<file path="src/rtl/core/qtt_pkg.sv">
// Package with the shared types, codes and character classes of the query text tokenizer.
`default_nettype none
package qtt_pkg;

    localparam int MAX_RES    = 3;
    localparam int FIFO_DEPTH = 4;
    localparam int FIFO_AW    = 2;

    localparam logic [2:0] MODE_IDLE   = 3'd0;
    localparam logic [2:0] MODE_IDENT  = 3'd1;
    localparam logic [2:0] MODE_NUMBER = 3'd2;
    localparam logic [2:0] MODE_STRING = 3'd3;
    localparam logic [2:0] MODE_OPER   = 3'd4;
    localparam logic [2:0] MODE_ERROR  = 3'd5;

    localparam logic [1:0] KIND_BYTE  = 2'd0;
    localparam logic [1:0] KIND_EMPTY = 2'd1;
    localparam logic [1:0] KIND_END   = 2'd2;
    localparam logic [1:0] KIND_ERROR = 2'd3;

    localparam logic [1:0] TYPE_IDENT  = 2'd0;
    localparam logic [1:0] TYPE_NUMBER = 2'd1;
    localparam logic [1:0] TYPE_STRING = 2'd2;
    localparam logic [1:0] TYPE_OPER   = 2'd3;

    localparam logic [7:0] CH_QUOTE = 8'h27;
    localparam logic [7:0] CH_EQ    = 8'h3D;
    localparam logic [7:0] CH_BANG  = 8'h21;
    localparam logic [7:0] CH_DOT   = 8'h2E;
    localparam logic [7:0] CH_UNDER = 8'h5F;
    localparam logic [7:0] CH_LT    = 8'h3C;
    localparam logic [7:0] CH_GT    = 8'h3E;
    localparam logic [7:0] CH_PLUS  = 8'h2B;
    localparam logic [7:0] CH_MINUS = 8'h2D;
    localparam logic [7:0] CH_STAR  = 8'h2A;
    localparam logic [7:0] CH_LPAR  = 8'h28;
    localparam logic [7:0] CH_RPAR  = 8'h29;
    localparam logic [7:0] CH_COMMA = 8'h2C;
    localparam logic [7:0] CH_SPACE = 8'h20;
    localparam logic [7:0] CH_ZERO  = 8'h30;
    localparam logic [7:0] CH_NINE  = 8'h39;

    typedef struct packed {
        logic [1:0] kind;
        logic [1:0] ttype;
        logic [7:0] data;
        logic       tok_start;
        logic       tok_end;
    } t_result;

    typedef struct packed {
        logic [1:0]                  count;
        t_result [MAX_RES-1:0]       res;
    } t_bundle;

    function automatic logic is_space(input logic [7:0] c);
        return (c == CH_SPACE) || (c inside {[8'd9:8'd13]});
    endfunction

    function automatic logic is_digit(input logic [7:0] c);
        return c inside {[CH_ZERO:CH_NINE]};
    endfunction

    function automatic logic is_alpha(input logic [7:0] c);
        return (c inside {[8'h61:8'h7A]}) || (c inside {[8'h41:8'h5A]});
    endfunction

    function automatic logic is_cmp(input logic [7:0] c);
        return c inside {CH_LT, CH_GT, CH_BANG, CH_EQ};
    endfunction

    function automatic logic is_single_op(input logic [7:0] c);
        return c inside {CH_PLUS, CH_MINUS, CH_STAR, CH_LPAR, CH_RPAR, CH_COMMA};
    endfunction

    function automatic logic [1:0] held_type(input logic [2:0] mode);
        logic [1:0] t;
        case (mode)
            MODE_NUMBER: t = TYPE_NUMBER;
            MODE_STRING: t = TYPE_STRING;
            MODE_OPER:   t = TYPE_OPER;
            default:     t = TYPE_IDENT;
        endcase
        return t;
    endfunction

    function automatic t_result mk_res(input logic [1:0] kind, input logic [1:0] ttype,
                                       input logic [7:0] data, input logic s,
                                       input logic e);
        t_result r;
        r.kind      = kind;
        r.ttype     = ttype;
        r.data      = data;
        r.tok_start = s;
        r.tok_end   = e;
        return r;
    endfunction

endpackage
`default_nettype wire

</file>
<file path="src/rtl/core/qtt_front.sv">
// Front end: accepts bytes, runs the scanner state and builds the results of each byte.
`default_nettype none
module qtt_front (
    input  wire logic            i_clk,
    input  wire logic            i_rst_n,
    input  wire logic            i_accept,
    input  wire logic [7:0]      i_in_byte,
    input  wire logic            i_end_of_input,
    output qtt_pkg::t_bundle     o_bundle,
    output logic                 o_push
);

    logic [2:0] r_mode, n_mode;
    logic [7:0] r_hbyte, n_hbyte;
    logic       r_hval, n_hval;
    logic       r_hstart, n_hstart;

    qtt_pkg::t_result res4 [0:3];
    logic [1:0]       cnt;
    logic             do_start;
    logic             more;
    logic [1:0]       held_t;
    logic [7:0]       b;

    always_comb begin
        b        = i_in_byte;
        held_t   = qtt_pkg::held_type(r_mode);
        n_mode   = r_mode;
        n_hbyte  = r_hbyte;
        n_hval   = r_hval;
        n_hstart = r_hstart;
        cnt      = 2'd0;
        do_start = 1'b0;
        more     = 1'b0;
        for (int i = 0; i < 4; i++) begin
            res4[i] = '0;
        end

        case (r_mode)
            qtt_pkg::MODE_IDENT, qtt_pkg::MODE_NUMBER: begin
                if (r_mode == qtt_pkg::MODE_NUMBER) begin
                    more = qtt_pkg::is_digit(b) || (b == qtt_pkg::CH_DOT);
                end else begin
                    more = qtt_pkg::is_alpha(b) || qtt_pkg::is_digit(b) ||
                           (b == qtt_pkg::CH_UNDER);
                end
                res4[cnt] = qtt_pkg::mk_res(qtt_pkg::KIND_BYTE, held_t, r_hbyte,
                                            r_hstart, !more);
                cnt = cnt + 2'd1;
                if (more) begin
                    n_hbyte  = b;
                    n_hval   = 1'b1;
                    n_hstart = 1'b0;
                end else begin
                    n_mode   = qtt_pkg::MODE_IDLE;
                    n_hbyte  = '0;
                    n_hval   = 1'b0;
                    n_hstart = 1'b0;
                    do_start = 1'b1;
                end
            end
            qtt_pkg::MODE_STRING: begin
                if (b == qtt_pkg::CH_QUOTE) begin
                    if (r_hval) begin
                        res4[cnt] = qtt_pkg::mk_res(qtt_pkg::KIND_BYTE, qtt_pkg::TYPE_STRING,
                                                    r_hbyte, r_hstart, 1'b1);
                    end else begin
                        res4[cnt] = qtt_pkg::mk_res(qtt_pkg::KIND_EMPTY, qtt_pkg::TYPE_STRING,
                                                    8'd0, 1'b1, 1'b1);
                    end
                    cnt      = cnt + 2'd1;
                    n_mode   = qtt_pkg::MODE_IDLE;
                    n_hbyte  = '0;
                    n_hval   = 1'b0;
                    n_hstart = 1'b0;
                end else if (r_hval) begin
                    res4[cnt] = qtt_pkg::mk_res(qtt_pkg::KIND_BYTE, qtt_pkg::TYPE_STRING,
                                                r_hbyte, r_hstart, 1'b0);
                    cnt      = cnt + 2'd1;
                    n_hbyte  = b;
                    n_hstart = 1'b0;
                end else begin
                    n_hbyte  = b;
                    n_hval   = 1'b1;
                    n_hstart = 1'b1;
                end
            end
            qtt_pkg::MODE_OPER: begin
                n_mode   = qtt_pkg::MODE_IDLE;
                n_hbyte  = '0;
                n_hval   = 1'b0;
                n_hstart = 1'b0;
                if (b == qtt_pkg::CH_EQ) begin
                    res4[cnt] = qtt_pkg::mk_res(qtt_pkg::KIND_BYTE, qtt_pkg::TYPE_OPER,
                                                r_hbyte, 1'b1, 1'b0);
                    cnt = cnt + 2'd1;
                    res4[cnt] = qtt_pkg::mk_res(qtt_pkg::KIND_BYTE, qtt_pkg::TYPE_OPER,
                                                b, 1'b0, 1'b1);
                    cnt = cnt + 2'd1;
                end else if (r_hbyte == qtt_pkg::CH_BANG) begin
                    res4[cnt] = qtt_pkg::mk_res(qtt_pkg::KIND_ERROR, qtt_pkg::TYPE_IDENT,
                                                r_hbyte, 1'b0, 1'b0);
                    cnt    = cnt + 2'd1;
                    n_mode = qtt_pkg::MODE_ERROR;
                end else begin
                    res4[cnt] = qtt_pkg::mk_res(qtt_pkg::KIND_BYTE, qtt_pkg::TYPE_OPER,
                                                r_hbyte, 1'b1, 1'b1);
                    cnt      = cnt + 2'd1;
                    do_start = 1'b1;
                end
            end
            qtt_pkg::MODE_ERROR: begin
            end
            default: begin
                n_mode   = qtt_pkg::MODE_IDLE;
                n_hbyte  = '0;
                n_hval   = 1'b0;
                n_hstart = 1'b0;
                do_start = 1'b1;
            end
        endcase

        if (do_start) begin
            if (qtt_pkg::is_space(b)) begin
            end else if (b == qtt_pkg::CH_QUOTE) begin
                n_mode = qtt_pkg::MODE_STRING;
            end else if (qtt_pkg::is_cmp(b)) begin
                n_mode   = qtt_pkg::MODE_OPER;
                n_hbyte  = b;
                n_hval   = 1'b1;
                n_hstart = 1'b1;
            end else if (qtt_pkg::is_single_op(b)) begin
                res4[cnt] = qtt_pkg::mk_res(qtt_pkg::KIND_BYTE, qtt_pkg::TYPE_OPER,
                                            b, 1'b1, 1'b1);
                cnt = cnt + 2'd1;
            end else if (qtt_pkg::is_digit(b)) begin
                n_mode   = qtt_pkg::MODE_NUMBER;
                n_hbyte  = b;
                n_hval   = 1'b1;
                n_hstart = 1'b1;
            end else if (qtt_pkg::is_alpha(b) || (b == qtt_pkg::CH_UNDER)) begin
                n_mode   = qtt_pkg::MODE_IDENT;
                n_hbyte  = b;
                n_hval   = 1'b1;
                n_hstart = 1'b1;
            end else begin
                res4[cnt] = qtt_pkg::mk_res(qtt_pkg::KIND_ERROR, qtt_pkg::TYPE_IDENT,
                                            b, 1'b0, 1'b0);
                cnt    = cnt + 2'd1;
                n_mode = qtt_pkg::MODE_ERROR;
            end
        end

        if (i_end_of_input) begin
            case (n_mode)
                qtt_pkg::MODE_IDENT, qtt_pkg::MODE_NUMBER, qtt_pkg::MODE_STRING: begin
                    if (n_hval) begin
                        res4[cnt] = qtt_pkg::mk_res(qtt_pkg::KIND_BYTE,
                                                    qtt_pkg::held_type(n_mode),
                                                    n_hbyte, n_hstart, 1'b1);
                        cnt = cnt + 2'd1;
                    end else if (n_mode == qtt_pkg::MODE_STRING) begin
                        res4[cnt] = qtt_pkg::mk_res(qtt_pkg::KIND_EMPTY, qtt_pkg::TYPE_STRING,
                                                    8'd0, 1'b1, 1'b1);
                        cnt = cnt + 2'd1;
                    end
                end
                qtt_pkg::MODE_OPER: begin
                    if (n_hbyte == qtt_pkg::CH_BANG) begin
                        res4[cnt] = qtt_pkg::mk_res(qtt_pkg::KIND_ERROR, qtt_pkg::TYPE_IDENT,
                                                    n_hbyte, 1'b0, 1'b0);
                    end else begin
                        res4[cnt] = qtt_pkg::mk_res(qtt_pkg::KIND_BYTE, qtt_pkg::TYPE_OPER,
                                                    n_hbyte, 1'b1, 1'b1);
                    end
                    cnt = cnt + 2'd1;
                end
                default: begin
                end
            endcase
            res4[cnt] = qtt_pkg::mk_res(qtt_pkg::KIND_END, qtt_pkg::TYPE_IDENT,
                                        8'd0, 1'b0, 1'b0);
            cnt      = cnt + 2'd1;
            n_mode   = qtt_pkg::MODE_IDLE;
            n_hbyte  = '0;
            n_hval   = 1'b0;
            n_hstart = 1'b0;
        end
    end

    always_comb begin
        o_bundle.count = cnt;
        for (int i = 0; i < qtt_pkg::MAX_RES; i++) begin
            o_bundle.res[i] = res4[i];
        end
    end

    assign o_push = i_accept && (cnt != 2'd0);

    always_ff @(posedge i_clk) begin
        if (!i_rst_n) begin
            r_mode   <= qtt_pkg::MODE_IDLE;
            r_hbyte  <= '0;
            r_hval   <= 1'b0;
            r_hstart <= 1'b0;
        end else if (i_accept) begin
            r_mode   <= n_mode;
            r_hbyte  <= n_hbyte;
            r_hval   <= n_hval;
            r_hstart <= n_hstart;
        end
    end

endmodule
`default_nettype wire

</file>
<file path="src/rtl/core/qtt_fifo.sv">
// Short queue of per-byte result groups between the scanner and the output stage.
`default_nettype none
module qtt_fifo (
    input  wire logic              i_clk,
    input  wire logic              i_rst_n,
    input  wire logic              i_wr,
    input  wire qtt_pkg::t_bundle  i_wdata,
    input  wire logic              i_rd,
    output qtt_pkg::t_bundle       o_rdata,
    output logic                   o_full,
    output logic                   o_nempty
);

    qtt_pkg::t_bundle                 r_mem [qtt_pkg::FIFO_DEPTH];
    logic [qtt_pkg::FIFO_AW-1:0]      r_wptr, r_rptr;
    logic [qtt_pkg::FIFO_AW:0]        r_count, n_count;

    assign o_full   = (r_count == (qtt_pkg::FIFO_AW+1)'(qtt_pkg::FIFO_DEPTH));
    assign o_nempty = (r_count != '0);
    assign o_rdata  = r_mem[r_rptr];

    always_comb begin
        n_count = r_count;
        if (i_wr && !(i_rd && o_nempty)) begin
            n_count = r_count + 1'b1;
        end else if (!i_wr && i_rd && o_nempty) begin
            n_count = r_count - 1'b1;
        end
    end

    always_ff @(posedge i_clk) begin
        if (i_wr) begin
            r_mem[r_wptr] <= i_wdata;
        end
    end

    always_ff @(posedge i_clk) begin
        if (!i_rst_n) begin
            r_wptr  <= '0;
            r_rptr  <= '0;
            r_count <= '0;
        end else begin
            if (i_wr) begin
                r_wptr <= r_wptr + 1'b1;
            end
            if (i_rd && o_nempty) begin
                r_rptr <= r_rptr + 1'b1;
            end
            r_count <= n_count;
        end
    end

endmodule
`default_nettype wire

</file>
<file path="src/rtl/core/qtt_back.sv">
// Output stage: holds one result group and hands its words out one per pop.
`default_nettype none
module qtt_back (
    input  wire logic              i_clk,
    input  wire logic              i_rst_n,
    input  wire logic              i_q_nempty,
    input  wire qtt_pkg::t_bundle  i_q_data,
    output logic                   o_q_rd,
    input  wire logic              pop,
    output logic                   empty,
    output logic [1:0]             o_kind,
    output logic [1:0]             o_token_type,
    output logic [7:0]             o_out_byte,
    output logic                   o_token_start,
    output logic                   o_token_end,
    output logic                   o_run_end
);

    logic             r_valid;
    qtt_pkg::t_bundle r_bundle;
    logic [1:0]       r_idx;
    logic             last_word;
    logic             load;
    qtt_pkg::t_result cur;

    assign cur       = r_bundle.res[r_idx];
    assign last_word = (r_idx == (r_bundle.count - 2'd1));
    assign load      = i_q_nempty && (!r_valid || (pop && last_word));
    assign o_q_rd    = load;

    assign empty         = !r_valid;
    assign o_kind        = cur.kind;
    assign o_token_type  = cur.ttype;
    assign o_out_byte    = cur.data;
    assign o_token_start = cur.tok_start;
    assign o_token_end   = cur.tok_end;
    assign o_run_end     = last_word;

    always_ff @(posedge i_clk) begin
        if (load) begin
            r_bundle <= i_q_data;
        end
    end

    always_ff @(posedge i_clk) begin
        if (!i_rst_n) begin
            r_valid <= 1'b0;
            r_idx   <= '0;
        end else if (load) begin
            r_valid <= 1'b1;
            r_idx   <= '0;
        end else if (r_valid && pop) begin
            if (last_word) begin
                r_valid <= 1'b0;
                r_idx   <= '0;
            end else begin
                r_idx <= r_idx + 2'd1;
            end
        end
    end

endmodule
`default_nettype wire

</file>
<file path="src/rtl/core/query_text_tokenizer.sv">
// Top level of the query text tokenizer: scanner, result queue and output stage.
// A byte's results are written to the queue, then loaded into the output stage.
// Throughput: one byte per cycle in while the queue is not full; one result word per
// cycle out while pop is held, and the four-entry queue absorbs bursts.
// Reset is synchronous and active low; it clears the scanner state, the queue and the
// output stage, and the block takes bytes in the first cycle after reset.
`default_nettype none
module query_text_tokenizer (
    input  wire logic        i_clk,
    input  wire logic        i_rst_n,
    input  wire logic        push,
    output logic             full,
    input  wire logic [7:0]  i_in_byte,
    input  wire logic        i_end_of_input,
    output logic             empty,
    input  wire logic        pop,
    output logic [1:0]       o_kind,
    output logic [1:0]       o_token_type,
    output logic [7:0]       o_out_byte,
    output logic             o_token_start,
    output logic             o_token_end,
    output logic             o_run_end
);

    qtt_pkg::t_bundle wr_bundle;
    qtt_pkg::t_bundle rd_bundle;
    logic             q_push;
    logic             q_rd;
    logic             q_nempty;
    logic             accept;

    assign accept = push && !full;

    qtt_front u_front (
        .i_clk          (i_clk),
        .i_rst_n        (i_rst_n),
        .i_accept       (accept),
        .i_in_byte      (i_in_byte),
        .i_end_of_input (i_end_of_input),
        .o_bundle       (wr_bundle),
        .o_push         (q_push)
    );

    qtt_fifo u_fifo (
        .i_clk    (i_clk),
        .i_rst_n  (i_rst_n),
        .i_wr     (q_push),
        .i_wdata  (wr_bundle),
        .i_rd     (q_rd),
        .o_rdata  (rd_bundle),
        .o_full   (full),
        .o_nempty (q_nempty)
    );

    qtt_back u_back (
        .i_clk         (i_clk),
        .i_rst_n       (i_rst_n),
        .i_q_nempty    (q_nempty),
        .i_q_data      (rd_bundle),
        .o_q_rd        (q_rd),
        .pop           (pop),
        .empty         (empty),
        .o_kind        (o_kind),
        .o_token_type  (o_token_type),
        .o_out_byte    (o_out_byte),
        .o_token_start (o_token_start),
        .o_token_end   (o_token_end),
        .o_run_end     (o_run_end)
    );

endmodule
`default_nettype wire

</file>
<file path="config.mk">
export PLATFORM = sky130hd
export DESIGN_NAME = query_text_tokenizer
export DESIGN_NICKNAME = d
export VERILOG_FILES = /design/src/rtl/core/qtt_pkg.sv /design/src/rtl/core/qtt_front.sv /design/src/rtl/core/qtt_fifo.sv /design/src/rtl/core/qtt_back.sv /design/src/rtl/core/query_text_tokenizer.sv
export SDC_FILE = /design/constraint.sdc
export NUM_CORES = 1
export LEC_CHECK = 0
export ABC_AREA = 1
export BUFFER_PORTS_ARGS = -buffer_cell sky130_fd_sc_hd__buf_2
export CAP_MARGIN = 5
export CORE_MARGIN = 2
export CORE_UTILIZATION = 42
export DETAILED_ROUTE_END_ITERATION = 7
export GPL_TIMING_DRIVEN = 0
export PLACE_DENSITY_LB_ADDON = 0.1
export SKIP_CTS_REPAIR_TIMING = 1
export SYNTH_ARGS = -nofsm -noshare
export SYNTH_HDL_FRONTEND = slang
export SYNTH_SLANG_ARGS = --single-unit
</file>
<file path="constraint.sdc">
create_clock -name i_clk -period 7.35 [get_ports i_clk]
set_clock_uncertainty 0.1 [all_clocks]
set_input_delay 0.3675 -clock i_clk [delete_from_list [all_inputs] [get_ports i_clk]]
set_output_delay 0.3675 -clock i_clk [all_outputs]
set_load 0.02 [all_outputs]
</file>
==> results.yml <==
logic_synthesis:
  syn_avg_cell_area_um2: 9.72
  ys_seq_area_share_pct: 59.0
  netlist_area_um2: 12000
  ys.flop_type: "edfxtp_1"
  synthArstFlopShare_pct: 0
  synth_edf_count: 220
  synth_cell_type_count: 50
  yosysWarnings: 0
  synth-seq-cells: 243
  synth_top_cell_by_area: "edfxtp_1"
  synth_cells: 1233
  synth.area.top_cells: "edfxtp_1 (55%), nand2_1 (6.5%), o21ai_0 (6.0%), nor2_1 (5.2%), dfxtp_1 (3.8%)"
  synth.top_cell.area_share_pct: 55.1
  syn-num-nets: 1260
routing:
  routed_wl_um: 35200
  drtAntennaViolNets: 0
  top_layer_used: "met4"
  wl_per_cell_um: 20.9
  drt-pass1-iter-count: 7
  vias: 9199
  wl_met1_um: 15500
  met2_length_um: 16300
  drc: 0
  initialDrtViolationCount: 1073
  met3_length_um: 2100
  viasPerCell: 5.46
power:
  internal_power_mw: 3.38
  leakage_nw: 5.09
  swShare_pct: 40.0
  p_sw_mw: 2.25
  power_density_nw_per_um2: 415
  seqPwrFrac_pct: 39.1
  irDropWorstVdd_mv: 0.220
  combPwrFrac_pct: 38.7
  p_clk_share_pct: 22.2
worst_hold_path:
  hold_start: "i_rst_n"
  hold_end: "u_fifo.r_count[1]"
  hold_class: "primary input to register"
  holdPathStages: 3
cells_and_area:
  layout.nets: 1315
  stdcell_area_um2: 13500
  fill_cells: 2659
  antennaDiodeCount: 0
  area_growth_pct: 13.0
  utilization_pct: 48.5
  final_cell_mix: "edfxtp_1 (220), nand2_1 (207), nor2_1 (161), o21ai_0 (144), inv_1 (87)"
  final_cell_count_no_fill: 1686
  final_common_cell: "edfxtp_1"
  drive_gt1_share_pct: 12.3
floorplan:
  dieArea_um2: 29900
  num_rows: 61
  dieWidth_um: 173
  start_util_pct: 42.9
  core-area_um2: 27900
  io_pins: 30
  die_h_um: 173
sta:
  relSlewSlack_pct: 22.2
  rsz0062_at_grt: "no"
  fmax_mhz: 177
  tightest_slew_ps: 1150
  period_minus_slack_ps: 5640
  slew_violations: 0
  final-hold-violation-count: 0
  finalSetupViolCount: 0
  timing.final.crit_share_pct: 76.7
  whs_ps: 80.3
grt:
  grt_pass1_wl_um: 53000
  antenna_found_initial: 0
  grt_usage_pct: 23.2
  grt_start_max_net_pins: 41
  grt_pass1_vias: 8593
  overflow: 0
worst_setup_path:
  critPathMaxFanout: 26
  reg2reg_depth: 20
  r2r_end: "u_fifo.r_mem[1][15]"
  crit_path_end_kind: "register"
  crit_arrival_ps: 5780
  r2r-start: "u_front.r_mode[2]"
  crit_required_ps: 7490
  worstSetupPathType: "register to register"
  reg2reg_slack_ps: 1710
  start_kind: "register"
clocking:
  path_clk_slew_ps: 60
  cts_buffers: 26
  cts.sinks: 243
  h-tree-depth: 1
  cts_root_buffer: "clkbuf_16"
  tritoncts: "built"
  worstSkewPairLatency_ps: 540
  clock_path_buffers: 3
place:
  dp.cells: 1638
  gp_congestion: 0.995
  port-buffer-count: 21
  detailedPlacementHpwl_um: 25200
  placed_cell_area_um2: 12700
job:
  drv_cap: 0
outcome:
  status: "finished, final reports clean"
## metal layers
layer  vias up  GRT usage (%)
met5         -              0
met4         0           7.77
met3        79           3.17
met2       312           38.0
met1      4381           32.0
li1       4427              -
## synthesized netlist by cell type (all sizes together), types with 9 or more instances
master,count
nand2,226
edfxtp,220
nor2,172
o21ai,156
inv,106
nand3,75
a21oi,56
o22ai,48
clkbuf,43
dfxtp,23
buf,16
o31ai,16
ha,13
nor3,13
o211ai,13
nand4,9
## kinds of logic after synthesis
logic type / synth area share (%)
buffers and inverters: 5.56
AND/OR/NAND/NOR: 19.1
AO/OA/AOI/OAI: 14.7
flip-flops: 59.0
XOR/XNOR: 0.146
adder cells (fa/ha/maj): 1.53
## state kept, by name, indices dropped and copies added, names as in the netlist
register	cells
u_fifo.r_mem	176
u_back.r_bundle	44
u_front.r_hbyte	8
u_fifo.r_count	3
u_front.r_mode	3
u_back.r_idx	2
u_fifo.r_rptr	2
u_fifo.r_wptr	2
u_back.r_valid	1
u_front.r_hstart	1
u_front.r_hval	1
## worst max-delay path, cell delays in order (launching register included)
cell and delay [ps]:
dfxtp_1 530, inv_2 100, nor3_2 220, inv_2 110
nor2_1 490, inv_1 190, ha_1 330, inv_1 60
nor2_1 40, a31oi_1 590, ha_1 360, nand2_1 60
nand2_1 60, inv_1 110, ha_1 220, or2_2 290
o21a_1 190, nand3_4 140, nand2_4 140, nor2_4 730
buf_16 250
## cell type report
cell class,instances,area [um^2],area share [%]
inverters,110,415,3.07
clock inverters,14,114,0.841
repair buffers,27,240,1.77
well taps,378,473,3.49
plain buffers,59,250,1.85
flip-flops and latches,243,7070,52.2
clock buffers,34,701,5.18
multi-input cells,821,4280,31.6
## metrics by stage
stage | power (mW) | TNS, ps | worst slack, ps
after floorplan | 3.58 | 0 | 1580
after global placement | 4.34 | -150420 | -954
after detailed placement | 4.40 | 0 | 1610
after CTS | 5.65 | 0 | 1690
after global routing | 5.96 | 0 | 1420
final | 5.62 | 0 | 1710
## how the worst max path moves through the flow
stage / start / to / slack [ps] / cells past startpoint
CTS: u_front.r_mode[2] / u_fifo.r_mem[1][40] / 1690 / 20
detailed placement: i_in_byte[0] / u_fifo.r_mem[1][15] / 1610 / 21
finish: u_front.r_mode[2] / u_fifo.r_mem[1][15] / 1710 / 20
global placement: i_in_byte[0] / u_fifo.r_mem[3][15] / -950 / 20
global route: u_front.r_mode[2] / u_fifo.r_mem[1][15] / 1420 / 20
floorplan: i_in_byte[7] / u_fifo.r_mem[0][0] / 1580 / 21
## power groups by stage
stage / logic, mW / registers, mW / clock network (mW)
floorplan: 1.39 / 2.19 / 0
global placement: 2.08 / 2.27 / 0
detailed placement: 2.17 / 2.24 / 0
CTS: 2.18 / 2.21 / 1.26
global route: 2.41 / 2.23 / 1.32
finish: 2.17 / 2.20 / 1.25
Power figures use the tool's default switching activity.
